$ cat src/rtl/gpv_pkg.sv
// ----------------------------------------------------------------------------
// Grid path validator package
// Request codes, queue entry, configuration and result types, cost constants.
// ----------------------------------------------------------------------------
package gpv_pkg;

  localparam logic [1:0] REQ_WRITE  = 2'd0;
  localparam logic [1:0] REQ_CELL   = 2'd1;
  localparam logic [1:0] REQ_FINISH = 2'd2;
  localparam logic [1:0] REQ_NONE   = 2'd3;

  localparam logic [2:0] CFG_GRID_WIDTH   = 3'd0;
  localparam logic [2:0] CFG_GRID_HEIGHT  = 3'd1;
  localparam logic [2:0] CFG_EIGHT_WAY    = 3'd2;
  localparam logic [2:0] CFG_ALLOW_CORNER = 3'd3;
  localparam logic [2:0] CFG_START_X      = 3'd4;
  localparam logic [2:0] CFG_START_Y      = 3'd5;
  localparam logic [2:0] CFG_GOAL_X       = 3'd6;
  localparam logic [2:0] CFG_GOAL_Y       = 3'd7;

  localparam logic [31:0] COST_STRAIGHT = 32'd65536;
  localparam logic [31:0] COST_DIAGONAL = 32'd92682;

  localparam logic [6:0] GRID_DIM_RESET = 7'd64;

  localparam int QUEUE_DEPTH = 2;

  typedef struct packed {
    logic [1:0]         kind;
    logic signed [15:0] x;
    logic signed [15:0] y;
    logic               blocked;
    logic               in_grid;
  } entry_t;

  typedef struct packed {
    logic [15:0]        lim_w;
    logic [15:0]        lim_h;
    logic               eight_way;
    logic               allow_corner;
    logic signed [15:0] start_x;
    logic signed [15:0] start_y;
    logic signed [15:0] goal_x;
    logic signed [15:0] goal_y;
  } cfg_t;

  typedef struct packed {
    logic        report_kind;
    logic [15:0] cell_index;
    logic        out_of_bounds;
    logic        on_obstacle;
    logic        not_adjacent;
    logic        corner_cut;
    logic        empty_path;
    logic        start_mismatch;
    logic        goal_mismatch;
    logic [15:0] path_length;
    logic [31:0] path_cost;
    logic        path_valid;
  } res_t;

  function automatic logic in_lim(input logic signed [15:0] v, input logic [15:0] lim);
    return !v[15] && ($unsigned(v) < lim);
  endfunction

endpackage

$ cat src/rtl/gpv_chan_if.sv
// ----------------------------------------------------------------------------
// Grid path validator channels
// Valid/ready request and result channels with their payload fields.
// ----------------------------------------------------------------------------
interface gpv_req_if;
  logic               valid;
  logic               ready;
  logic [1:0]         req_type;
  logic signed [15:0] cell_x;
  logic signed [15:0] cell_y;
  logic               blocked;

  modport source (output valid, output req_type, output cell_x, output cell_y,
                  output blocked, input ready);
  modport sink (input valid, input req_type, input cell_x, input cell_y,
                input blocked, output ready);
endinterface


$ cat src/rtl/gpv_front.sv
// ----------------------------------------------------------------------------
// Grid path validator front end
// Accept requests, drop REQ_NONE codes, tag cells with their grid bounds check.
// ----------------------------------------------------------------------------
module gpv_front (
  gpv_req_if.sink        in_chan,
  input  gpv_pkg::cfg_t  cfg,
  input  logic           q_full,
  output logic           q_push,
  output gpv_pkg::entry_t q_entry
);

  assign in_chan.ready = !q_full;
  assign q_push = in_chan.valid && !q_full && (in_chan.req_type != gpv_pkg::REQ_NONE);

  always_comb begin
    q_entry.kind    = in_chan.req_type;
    q_entry.x       = in_chan.cell_x;
    q_entry.y       = in_chan.cell_y;
    q_entry.blocked = in_chan.blocked;
    q_entry.in_grid = gpv_pkg::in_lim(in_chan.cell_x, cfg.lim_w) &&
                      gpv_pkg::in_lim(in_chan.cell_y, cfg.lim_h);
  end

endmodule

$ cat src/flat_wrapper.sv
// flat-port wrapper written by rule: the top's interface ports become plain ports
module gpv_front_flat 
  (cfg, q_full, q_push, q_entry, in_chan_valid, in_chan_req_type, in_chan_cell_x, in_chan_cell_y, in_chan_blocked, in_chan_ready);
  gpv_req_if in_chan_i ();
  input  gpv_pkg::cfg_t cfg;
  input  logic q_full;
  output logic q_push;
  output gpv_pkg::entry_t q_entry;
  input wire logic [$bits(in_chan_i.valid)-1:0] in_chan_valid;
  input wire logic [$bits(in_chan_i.req_type)-1:0] in_chan_req_type;
  input wire logic [$bits(in_chan_i.cell_x)-1:0] in_chan_cell_x;
  input wire logic [$bits(in_chan_i.cell_y)-1:0] in_chan_cell_y;
  input wire logic [$bits(in_chan_i.blocked)-1:0] in_chan_blocked;
  output wire logic [$bits(in_chan_i.ready)-1:0] in_chan_ready;
  assign in_chan_i.valid = in_chan_valid;
  assign in_chan_i.req_type = in_chan_req_type;
  assign in_chan_i.cell_x = in_chan_cell_x;
  assign in_chan_i.cell_y = in_chan_cell_y;
  assign in_chan_i.blocked = in_chan_blocked;
  assign in_chan_ready = in_chan_i.ready;
  gpv_front u_core (.in_chan(in_chan_i), .cfg(cfg), .q_full(q_full), .q_push(q_push), .q_entry(q_entry));
endmodule
$ cat config.mk
export PLATFORM = sky130hd
export DESIGN_NAME = gpv_front_flat
export DESIGN_NICKNAME = d
export VERILOG_FILES = /design/src/rtl/gpv_pkg.sv /design/src/rtl/gpv_chan_if.sv /design/src/rtl/gpv_front.sv /design/src/flat_wrapper.sv
export SDC_FILE = /design/constraint.sdc
export NUM_CORES = 1
export LEC_CHECK = 0
export BUFFER_PORTS_ARGS = -buffer_cell sky130_fd_sc_hd__buf_2
export CAP_MARGIN = 20
export CORE_AREA = 2 2 68 70
export DETAILED_ROUTE_END_ITERATION = 12
export DIE_AREA = 0 0 70 72
export GPL_TIMING_DRIVEN = 0
export PLACE_DENSITY = 0.81
export RECOVER_POWER = 50
export REMOVE_ABC_BUFFERS = 1
export SYNTH_ARGS = -nofsm -noshare
export SYNTH_HDL_FRONTEND = slang
export SYNTH_SLANG_ARGS = --single-unit
export TNS_END_PERCENT = 10
$ cat constraint.sdc
create_clock -name vclk -period 1.4
set_input_delay 0.14 -clock vclk [all_inputs]
set_output_delay 0.14 -clock vclk [all_outputs]
set_load 0.1 [all_outputs]
==> flow_summary.toml <==
[setup_path]
path_max_fanout = 2
critPathLaunch = "in_chan_cell_x[5]"
crit_required_ns = 1.26
crit_end = "q_entry[0]"
crit_type = "input port to primary output"
cpPeakStageDelay_ns = 0.31
cp-end-kind = "primary output"
path_cells = "buf_2, ha_1, a211oi_2, nor2_1, nor3_2, a21oi_2, nor4_2, buf_6"
slowest_stage = "ha_1"
worstSetupStartpointType = "input port"
cp.arrival_ns = 1.55

[routing]
detail_route.first_pass.iterations = 4
initialDrtViolationCount = 14
drc = 0
vias_per_cell = 4.33
ant_nets = 0
finalWirelength_mm = 2.90
num_vias = 1152
post_drt_wl_per_cell_um = 10.9

[sta]
fin_tns_setup_ns = -0.293
setup_ws_ns = -0.293
finalCritPeriodShare_pct = 121
fin_crit_ns = 1.69
setup_viol = 1
slew_headroom_pct = 63.2
worst_slew_pin_slew_ns = 0.554
drv_slew = 0
fmax_mhz = 591
hold_viol_final = 0
rsz0062_at_grt = "yes"

[floorplanning]
initial_utilization_pct = 24.7
chipWidth_um = 70
core-area_mm2 = 0.00426
die_h_um = 72
num_io_pins = 173
die_area_mm2 = 0.00504
rows = 24

[final_layout]
insertedDiodeCount = 0
final_cells = 266
seq_cell_count = 0
final_common_cell = "buf_2"
seq_area_um2 = 0
final_util_pct = 36.3
drive_gt1_share_pct = 59.8
syn_to_final_growth_pct = 47.2
mostFrequentLayoutCells = "buf_2 (85), inv_1 (29), ha_1 (24)"
nets = 381
clkbuf_count = 0
final_area_mm2 = 0.00155

[global_route]
grt_overflow = 0
grt_max_degree = 4
antenna_found_initial = 0
grt_pass1_wl_mm = 4.37
grt_pass1_vias = 1123
groute.usage.overall_pct = 10.1

[clock_tree]
cts_setup_buffers = 0
hold_buffers = 0

[logic_synthesis]
synthSimpleGateAreaFrac_pct = 13.0
ys_warn_count = 0
netlist_area_mm2 = 0.00105
synth_top_family_by_area = "buffers and inverters"
yosys.area_share.xor_xnor_pct = 0
synth_compound_area_share_pct = 15.0
avgSynthCellArea_um2 = 7.31
muxShareOfSynthArea_pct = 0
synth-seq-area-share_pct = 0
synthAdderAreaFrac_pct = 35.7
synth_cell_types = 23
synthesis.instances = 144

[placement]
place_area_mm2 = 0.00138
dp.cells = 266
dp_hpwl_mm = 2.63
io_buffers = 105
gp_congestion = 0.765

[power_and_ir_drop]
power.density_mw_per_mm2 = 547
ir_drop_mv = 0.205
p_leak_uw = 0.000928

[status]
run_status = "finished with violations"
violations = "negative setup slack"

[run]
max_cap_viol_count = 0

[min_path]
worstHoldPathType = "input port to primary output"
[cells by family after synthesis]
group | after synthesis
AOI/OAI and AO/OA | 22
adders and majority gates | 30
buffers and inverters | 67
and+or+nand+nor | 25
[synthesized netlist by cell type]
cell | count | area [um2]
o21ai_0 | 6 | 30.0
a211o_1 | 1 | 8.76
nor4_2 | 1 | 12.5
nand2b_1 | 1 | 6.26
nand2_1 | 8 | 30.0
a2111oi_4 | 1 | 27.5
nor2_1 | 5 | 18.8
nand4_1 | 2 | 12.5
and3_1 | 1 | 6.26
and4_1 | 1 | 8.76
a21oi_1 | 8 | 40.0
nand3_1 | 2 | 10.0
a2111oi_0 | 1 | 8.76
nand2b_4 | 1 | 13.8
inv_1 | 32 | 120
o2111a_1 | 1 | 11.3
a22o_1 | 1 | 8.76
nor3_1 | 1 | 5.00
ha_1 | 30 | 375
nor4_1 | 2 | 12.5
a211oi_1 | 2 | 15.0
o21a_1 | 1 | 7.51
buf_4 | 35 | 263
[worst min path at each step]
| stage | from | endpoint | slack (ns) | depth (start not counted) |
|---|---|---|---|---|
| after floorplan | in_chan_cell_y[8] | q_entry[10] | 0.28 | 0 |
| after global placement | in_chan_blocked | q_entry[1] | 0.28 | 0 |
| after detailed placement | in_chan_blocked | q_entry[1] | 0.28 | 0 |
| after CTS | in_chan_blocked | q_entry[1] | 0.28 | 0 |
| after global routing | in_chan_blocked | q_entry[1] | 0.28 | 0 |
| final | in_chan_blocked | q_entry[1] | 0.28 | 0 |
[final cells by class]
class                           count  area (um2)
Multi-Input combinational cell     77         813
Fill cell                         431        2720
Tap cell                           52        65.1
Inverter                           32         120
Timing Repair Buffer              105         551
[worst max-delay path: cells and delay by family]
family,cells,cell delay [ns]
compound gates,2,0.27
fa+ha+maj,1,0.31
buf+inv,2,0.37
simple gates,3,0.46
[metal layers]
| layer | vias up | part of all wire, % | global-route usage, % |
|---|---|---|---|
| met5 | - | 0 | 0 |
| met4 | 0 | 0.59 | 1.07 |
| met3 | 2 | 9.5 | 1.11 |
| met2 | 70 | 53 | 20.5 |
| met1 | 492 | 36 | 11.8 |
| li1 | 588 | - | - |
[stage by stage]
step           total power (uW)  setup WS (ns)  hold WS (ns)
2_1_floorplan               190          -1.54         0.280
3_3_place_gp                760         -0.657         0.281
3_5_place_dp                774         -0.692         0.281
4_1_cts                     790         -0.394         0.281
5_1_grt                     903         -0.384         0.280
6_report                    848         -0.293         0.280
[power by group]
group | internal [uW] | total (uW) | switching (uW)
clock network | 0 | 0 | 0
logic | 239 | 848 | 609
registers | 0 | 0 | 0
total | 239 | 848 | 609
[timing repair]
item	CTS	global route
pin swaps	2	10
gates resized for setup	7	26
endpoints found under the setup margin	1	1
(Power assumes the default switching activity.)
