**config.mk**
```make
export PLATFORM = sky130hd
export DESIGN_NAME = gpv_queue
export DESIGN_NICKNAME = d
export VERILOG_FILES = /design/src/rtl/gpv_pkg.sv /design/src/rtl/gpv_queue.sv
export SDC_FILE = /design/constraint.sdc
export NUM_CORES = 1
export LEC_CHECK = 0
export BUFFER_PORTS_ARGS = -buffer_cell sky130_fd_sc_hd__buf_2
export CAP_MARGIN = 10
export CORE_MARGIN = 3
export CORE_UTILIZATION = 46
export DETAILED_ROUTE_END_ITERATION = 10
export PLACE_DENSITY = 0.73
export SLEW_MARGIN = 20
export SYNTH_ARGS = -nofsm -noshare
export SYNTH_HDL_FRONTEND = slang
export SYNTH_SLANG_ARGS = --single-unit
```
**constraint.sdc**
```tcl
create_clock -name clk -period 2.5 [get_ports clk]
set_input_delay 0.5 -clock clk [delete_from_list [all_inputs] [get_ports clk]]
set_output_delay 0.5 -clock clk [all_outputs]
set_load 0.02 [all_outputs]
```
**src/rtl/gpv_pkg.sv**
```systemverilog
// ----------------------------------------------------------------------------
// Grid path validator package
// Request codes, queue entry, configuration and result types, cost constants.
// ----------------------------------------------------------------------------
package gpv_pkg;

  localparam logic [1:0] REQ_WRITE  = 2'd0;
  localparam logic [1:0] REQ_CELL   = 2'd1;
  localparam logic [1:0] REQ_FINISH = 2'd2;
  localparam logic [1:0] REQ_NONE   = 2'd3;

  localparam logic [2:0] CFG_GRID_WIDTH   = 3'd0;
  localparam logic [2:0] CFG_GRID_HEIGHT  = 3'd1;
  localparam logic [2:0] CFG_EIGHT_WAY    = 3'd2;
  localparam logic [2:0] CFG_ALLOW_CORNER = 3'd3;
  localparam logic [2:0] CFG_START_X      = 3'd4;
  localparam logic [2:0] CFG_START_Y      = 3'd5;
  localparam logic [2:0] CFG_GOAL_X       = 3'd6;
  localparam logic [2:0] CFG_GOAL_Y       = 3'd7;

  localparam logic [31:0] COST_STRAIGHT = 32'd65536;
  localparam logic [31:0] COST_DIAGONAL = 32'd92682;

  localparam logic [6:0] GRID_DIM_RESET = 7'd64;

  localparam int QUEUE_DEPTH = 2;

  typedef struct packed {
    logic [1:0]         kind;
    logic signed [15:0] x;
    logic signed [15:0] y;
    logic               blocked;
    logic               in_grid;
  } entry_t;

  typedef struct packed {
    logic [15:0]        lim_w;
    logic [15:0]        lim_h;
    logic               eight_way;
    logic               allow_corner;
    logic signed [15:0] start_x;
    logic signed [15:0] start_y;
    logic signed [15:0] goal_x;
    logic signed [15:0] goal_y;
  } cfg_t;

  typedef struct packed {
    logic        report_kind;
    logic [15:0] cell_index;
    logic        out_of_bounds;
    logic        on_obstacle;
    logic        not_adjacent;
    logic        corner_cut;
    logic        empty_path;
    logic        start_mismatch;
    logic        goal_mismatch;
    logic [15:0] path_length;
    logic [31:0] path_cost;
    logic        path_valid;
  } res_t;

  function automatic logic in_lim(input logic signed [15:0] v, input logic [15:0] lim);
    return !v[15] && ($unsigned(v) < lim);
  endfunction

endpackage

```
**src/rtl/gpv_queue.sv**
```systemverilog
// ----------------------------------------------------------------------------
// Grid path validator request queue
// Two-entry FIFO between the front end and the back end.
// ----------------------------------------------------------------------------
module gpv_queue (
  input  logic            clk,
  input  logic            rst_n,
  input  logic            push,
  input  gpv_pkg::entry_t push_entry,
  input  logic            pop,
  output logic            full,
  output logic            head_valid,
  output gpv_pkg::entry_t head
);

  localparam int PW = $clog2(gpv_pkg::QUEUE_DEPTH);
  localparam int CW = $clog2(gpv_pkg::QUEUE_DEPTH + 1);

  gpv_pkg::entry_t slot_r [gpv_pkg::QUEUE_DEPTH];
  logic [PW-1:0]   wr_ptr_r, rd_ptr_r;
  logic [CW-1:0]   count_r;

  assign full       = (count_r == CW'(gpv_pkg::QUEUE_DEPTH));
  assign head_valid = (count_r != '0);
  assign head       = slot_r[rd_ptr_r];

  always_ff @(posedge clk) begin
    if (!rst_n) begin
      wr_ptr_r <= '0;
      rd_ptr_r <= '0;
      count_r  <= '0;
    end else begin
      if (push) begin
        wr_ptr_r <= (wr_ptr_r == PW'(gpv_pkg::QUEUE_DEPTH - 1)) ? '0 : wr_ptr_r + 1'b1;
      end
      if (pop) begin
        rd_ptr_r <= (rd_ptr_r == PW'(gpv_pkg::QUEUE_DEPTH - 1)) ? '0 : rd_ptr_r + 1'b1;
      end
      if (push && !pop) begin
        count_r <= count_r + 1'b1;
      end else if (pop && !push) begin
        count_r <= count_r - 1'b1;
      end
    end
  end

  always_ff @(posedge clk) begin
    if (push) begin
      slot_r[wr_ptr_r] <= push_entry;
    end
  end

endmodule

```
==> results of run 1 <==
cell type report:
type                            count  area [um^2]  area share (%)
Clock buffer                       11          131            3.71
Inverter                            1         3.75           0.106
Clock inverter                      5         77.6            2.19
Timing Repair Buffer               80          445            12.6
Multi-Input combinational cell     52          532            15.0
Tap cell                           72         90.1            2.54
Sequential cell                    77         2260            63.9
sequential cells by signal, indices dropped and copies added (netlist names), named ones only:
name,count
rd_ptr_r,1
count_r,2
wr_ptr_r,1
slot_r,72
cells by family after synthesis:
logic type	count (synthesis)	synth area share, %
AND/OR/NAND/NOR	9	2.08
flip-flops	77	80.0
adder cells (fa/ha/maj)	1	0.442
multiplexers	36	14.3
AO/OA/AOI/OAI	3	0.708
XOR/XNOR	3	0.929
buffers and inverters	5	1.50
per-layer routing:
layer	vias up	global-route usage [%]	wire length, um
met1	710	17.9	2000
met3	5	4.42	276
li1	693	-	-
met2	40	24.1	2480
met4	0	6.04	60
met5	-	0	0
critical path, delay by kind of cell, from the launching register on:
family / cells / cell delay [ns]
flip-flops: 1 / 0.53
buffers and inverters: 2 / 0.39
multiplexers: 1 / 0.36
per-stage QoR:
| stage | instances | worst slack, ns | hold WS, ns |
|---|---|---|---|
| 3_5_place_dp | 282 | 0.732 | 0.493 |
| 2_1_floorplan | 134 | 0.598 | 0.461 |
| 3_3_place_gp | 282 | 0.732 | 0.482 |
| 4_1_cts | 298 | 0.364 | 0.341 |
| 6_report | 298 | 0.385 | 0.356 |
| 5_1_grt | 298 | 0.289 | 0.332 |
placed cells by master, fill, tap and decap left out, types with 2 or more instances in the layout:
master and n:
mux2_2 36, and2_1 3, dfxtp_1 4, clkinv_2 2, bufinv_16 2, edfxtp_1 72
buf_12 3, xor2_1 2, buf_2 77, clkbuf_1 2, clkbuf_8 9
report_power, final:
part           internal, mW  switching, mW  total (mW)
combinational         0.156          0.193       0.349
clock                 0.560          0.413       0.973
sequential             1.49         0.0281        1.51
worst max-delay path by stage:
stage,start,to
after floorplan,push,slot_r[0][0]
after global placement,register,head[18]
after detailed placement,register,head[18]
after CTS,register,head[18]
after global routing,register,head[18]
final,register,head[18]
==> impl_results.md, run 1 <==
- Outcome: completed
- Area growth from synthesis to layout: 25.3%
- Seq/Total Area, Yosys: 80.0%
- Final Util: between 60% and 70%
- Syn_area_per_cell: approximately 21 um^2
- Vias: approximately 1400
- Drt first-iter violations: 58
- Residual DRC count: 0
- Worst setup EP type: output pin
- Hold buffer count at cts: 0
- Yosys reg bits: between 70 and 80
- Yosys warnings: 0
- Final Hold Viols: 0
- CTS max path bufs: 2
- Via-per-instance ratio: 4.86
- Post-CTS Resized: 0
- Vias in the first global route: about 1600
- Largest net degree at the start of global routing: 26
- # nets final: about 260
- Diode count: 0
- Max-capacitance violation count: 0
- DRT Wirelength: 4820 um
- Skew final: roughly 0.0088 ns
- Total power: 2.84 mW
- CTS Buf Count: 9
- Initial antenna violation count: 0
- First-pass GRT wire length: 7900 um
- RePlAce Congestion: between 0.7 and 0.8
- Max Fclk: roughly 0.47 GHz
- Die area: between 7000 and 8000 um^2
- Dpl hpwl: roughly 3400 um
- Delay of the slowest cell on the worst path: approximately 0.53 ns
- Synth top area cells: edfxtp_1 (76%), mux2_2 (14%), dfxtp_1 (3.5%)
- Yosys top cell area share: ~76%
- R2R cell count: 2
- WL/cell: roughly 16 um
- Gate Count Post-Synth: roughly 130
- CTS sink cnt: 77
- R2R Path End: slot_r[1][9]
- Synth Flop Type: edfxtp_1
- Core Region: 5710 um^2
- Reg2reg start: wr_ptr_r
- Syn nets: 175
- Synth top cells by count: edfxtp_1 (72), mux2_2 (36), dfxtp_1 (5), and2_1 (4), buf_6 (3)
- Most common cell in the netlist: edfxtp_1
- Critical path fanouts, max: 25
- Fill count: 430
- Worst Hold Launch: push_entry[33]
- Setup TNS: 0 ns
- Nature of the critical path startpoint: register
- Design Area, Final: 3540 um^2
- RSZ-0062 raised after global routing: false
- Required @ worst endpoint: roughly 2.0 ns
- Starting Density: around half
- Ys async rst share: 0%
- Post-synthesis cell area: ~2800 um^2
- Io pins: 78
- Hold depth: 1
- Post-CTS setup buffer count: 0
- Slew @ Worst Pin: 0.486 ns
- Drt first pass iters: 4
- Antenna Nets Post-Route: 0
- Proportion of layout cells with a drive suffix above 1: 59.7%
- Post-DP Area: roughly 3300 um^2
- Number of synthesized flops with an enable pin: a little over 70
- R2R Setup Slk: about 1.2 ns
- H-Tree Depth: 3
- Slowest CP cell: dfxtp_2
- Leakage: 1.35 nW
- Worst min-delay path class: in -> reg
- Worst hold endpoint: slot_r[0][33]
- Slew HR: approximately 68%
- Cell variety after synth: 17
- Grt total ovfl: 0
- Cell Rows: 27
- Arr. time, crit path: 1.62 ns
- Fin crit period: around 2.1 ns
- Fin. max-slew vios: 0
- Clk_lat worst skew: between 0.3 and 0.4 ns
- Period utilization: a little over four fifths
- Critical Setup Path Class: reg -> out
- Pwr per Cell Area: roughly 800 nW/um^2
- Overall routing resource usage: approximately 15%
- Worst VDD drop: around 0.00042 V
- Final setup violation count: 0
- Critical-path cell list: buf_12 -> mux2_2 -> buf_2
- Cell taking the most area after synthesis: edfxtp_1
- Port buffer count: between 70 and 80
- CTS tree: done
- Root Driver: clkbuf_8
- Clock-pin slew on the worst setup and hold paths: roughly 0.08 ns
- Chip height: between 80 and 90 um
- Die Wd: 84.4 um
Note: power is estimated with default switching activity, not from simulation.
==> run 2: changes to the inputs <==
- ABC_AREA: not set -> 1
- CORE_UTILIZATION: 46 -> 52
- PLACE_DENSITY: 0.73 -> 0.78
- clock period: 2.5 -> 2.1 ns (I/O delays scaled with it)
==> impl_results.md, run 2 <==
- Cell variety after synth: 14 (was 17)
- Post-synthesis cell area: 2980 um^2 (was 2830 um^2)
- CTS tree: done (unchanged)
- CTS Buf Count: 9 (unchanged)
- Port buffer count: 77 (unchanged)
- Delay of the slowest cell on the worst path: 0.39 ns (was 0.53 ns)
- Most frequent cells in the layout: buf_2 (77), edfxtp_1 (72), mux2_4 (30) (was buf_2 (77), edfxtp_1 (72), mux2_2 (36))
- Synth top cells by count: edfxtp_1 (72), mux2_4 (30), nand2_1 (9), inv_1 (8), nor2_1 (8) (was edfxtp_1 (72), mux2_2 (36), dfxtp_1 (5), and2_1 (4), buf_6 (3))
- Grt total ovfl: 0 (unchanged)
- Post-CTS setup buffer count: 0 (unchanged)
- Largest net degree at the start of global routing: 37 (was 26)
- Synth top area cells: edfxtp_1 (73%), mux2_4 (15%), dfxtp_1 (3.4%) (was edfxtp_1 (76%), mux2_2 (14%), dfxtp_1 (3.5%))
- Seq/Total Area, Yosys: 75.9% (was 80.0%)
- Io pins: 78 (unchanged)
- Vias in the first global route: 1513 (was 1581)
- Die area: 6670 um^2 (was 7120 um^2)
- Core Region: 5340 um^2 (was 5710 um^2)
- Outcome: completed (unchanged)
- Top reg by flops: slot_r (unchanged)
- Dpl hpwl: 3210 um (was 3390 um)
- Flip-flop count of the largest register after layout: 72 (unchanged)
- H-Tree Depth: 3 (unchanged)
- Biggest regs: slot_r (72), count_r (2) (unchanged)
- Via-per-instance ratio: 4.83 (was 4.86)
- CP delay by family, top: buffers and inverters (was flip-flops)
- Most common cell after layout, fill and taps aside: buf_2 (unchanged)
- Syn_area_per_cell: 20.3 um^2 (was 21.1 um^2)
- Synth Flop Type: edfxtp_1 (unchanged)
- Setup WS post-layout: 0.122 ns (was 0.385 ns)
- Yosys top cell area share: 72.6% (was 76.5%)
- Overall routing resource usage: 15.1% (was 14.6%)
- Post-Layout Cell Count: 311 (was 298)
- Critical path fanouts, max: 22 (was 25)
- Pwr per Cell Area: 857 nW/um^2 (was 800 nW/um^2)
- # nets final: 277 (was 262)
- Worst setup EP type: output pin (unchanged)
- CTS sink cnt: 77 (unchanged)
- Drt first pass iters: 5 (was 4)
- Clock-pin slew on the worst setup and hold paths: 0.07 ns (was 0.08 ns)
- Place WS: 0.446 ns (was 0.732 ns)
- Required @ worst endpoint: 1.68 ns (was 2.00 ns)
- Most common cell in the netlist: edfxtp_1 (unchanged)
- Max-capacitance violation count: 0 (unchanged)
- Initial antenna violation count: 0 (unchanged)
- Clk_lat worst skew: 0.33 ns (about the same)
- Cell taking the most area after synthesis: edfxtp_1 (unchanged)
- Ys async rst share: 0% (unchanged)
- Final setup violation count: 0 (unchanged)
- Fill count: 384 (was 430)
- CTS max path bufs: 2 (unchanged)
- Leakage: 1.47 nW (was 1.35 nW)
- Chip height: 81.7 um (was 84.4 um)
- Setup TNS: 0 ns (unchanged)
- Cell Rows: 26 (was 27)
- Period utilization: between 90% and 100%
- RePlAce Congestion: 0.694 (was 0.724)
- Antenna Nets Post-Route: 0 (unchanged)
- Critical-path cell list: buf_4 -> mux2_2 -> buf_2 (was buf_12 -> mux2_2 -> buf_2)
- Inst Count DP: 295 (was 282)
- Arr. time, crit path: 1.56 ns (was 1.62 ns)
- Residual DRC count: 0 (unchanged)
- Yosys reg bits: 77 (unchanged)
- First-pass GRT wire length: 7200 um (was 7900 um)
- Worst VDD drop: 0.000460 V (was 0.000417 V)
- Diode count: 0 (unchanged)
- RSZ-0062 raised after global routing: false (unchanged)
- Gate Count Post-Synth: 147 (was 134)
- Final Hold Viols: 0 (unchanged)
- Slowest CP cell: mux2_2 (was dfxtp_2)
- DRT Wirelength: 4630 um (was 4820 um)
- Die Wd: 81.7 um (was 84.4 um)
- Number of synthesized flops with an enable pin: 72 (unchanged)
- Post-CTS Resized: 0 (unchanged)
- Design Area, Final: 3590 um^2 (was 3540 um^2)
- Worst Path Buf+Inv: 2 (unchanged)
- Hold buffer count at cts: 0 (unchanged)
- Fin. max-slew vios: 0 (unchanged)
- Nature of the critical path startpoint: register (unchanged)
- Root Driver: clkbuf_8 (unchanged)
- Slew @ Worst Pin: 0.396 ns (was 0.486 ns)
- Worst min-delay path class: in -> reg (unchanged)
- Vias: 1501 (was 1448)
- Slew HR: 73.6% (was 67.5%)
- Area growth from synthesis to layout: 20.5% (was 25.3%)
- Critical Setup Path Class: reg -> out (unchanged)
- Drt first-iter violations: 104 (was 58)
- Max Fclk: slightly above 0.5 GHz
- Skew final: 0.00635 ns (was 0.00883 ns)
- Fin crit period: between 1.5 and 2 ns
- Starting Density: 55.8% (was 49.5%)
- Syn nets: 188 (was 175)
- WL/cell: 14.9 um (was 16.2 um)
- Yosys warnings: 0 (unchanged)
- Post-DP Area: 3440 um^2 (was 3330 um^2)
- Proportion of layout cells with a drive suffix above 1: 53.9% (was 59.7%)
## run 2: changes by cell type in the layout (fill, tap and decap cells not counted), sizes merged, moves of 2 or more
| cell | previous run | this run |
|---|---|---|
| inv | 1 | 8 |
| bufinv | 2 | 0 |
| clkbuf | 11 | 13 |
| nand2 | 0 | 9 |
| nor2 | 0 | 8 |
| nor2b | 2 | 0 |
| and2 | 4 | 0 |
| buf | 80 | 82 |
| xor2 | 2 | 0 |
## run 2: per-stage QoR
step / power (mW) / utilization [%] / hold WS, ns
floorplan: 2.11 / - / 0.463
detailed placement: 2.25 / 64.5 / 0.490
global placement: 2.23 / 64.5 / 0.477
CTS: 3.11 / 67.3 / 0.263
global route: 3.21 / 67.3 / 0.251
finish: 3.08 / 67.3 / 0.278
## run 2: path summary, 6_finish.rpt
kind	slack, ns	depth (start not counted)	from	to
max reg2reg	0.96	3	wr_ptr_r	slot_r[1][11]
min reg2reg	0.51	2	rd_ptr_r	register
max	0.12	3	register	head[22]
min	0.28	1	push_entry[27]	slot_r[0][27]
## run 2: cells by family after synthesis
logic type | share of synthesized area (%)
AO/OA/AOI/OAI | 0.336
flip-flops | 75.9
buffers and inverters | 3.40
AND/OR/NAND/NOR | 2.52
multiplexers | 17.4
adder cells (fa/ha/maj) | 0.420
## run 2: where the power goes
group          switching [mW]  internal, mW  leakage [nW]  total [mW]
clock network           0.452         0.421        0.0765       0.874
registers              0.0225          1.77         0.718        1.79
logic                   0.227         0.185         0.680       0.412
## run 2: worst register-to-register path, delay by kind of cell, from the launching register on
kind	cells	cell delay [ns]
flip-flops	1	0.39
buffers and inverters	2	0.34
AND/OR/NAND/NOR	1	0.08
## run 2: metal layers
| layer | GRT usage [%] | up-vias | wire [um] |
|---|---|---|---|
| met2 | 25.3 | 47 | 2490 |
| met4 | 7.97 | 0 | 85 |
| met5 | 0 | - | 0 |
| li1 | - | 728 | - |
| met1 | 17.2 | 718 | 1760 |
| met3 | 4.71 | 8 | 293 |
## run 2: cell type report
type	instances	area [um^2]	area share, %
clock inverters	3	12.5	0.348
clock buffers	13	139	3.87
well taps	70	87.6	2.44
inverters	8	30.0	0.836
multi-input cells	58	623	17.4
repair buffers	82	435	12.1
flip-flops and latches	77	2260	63.0
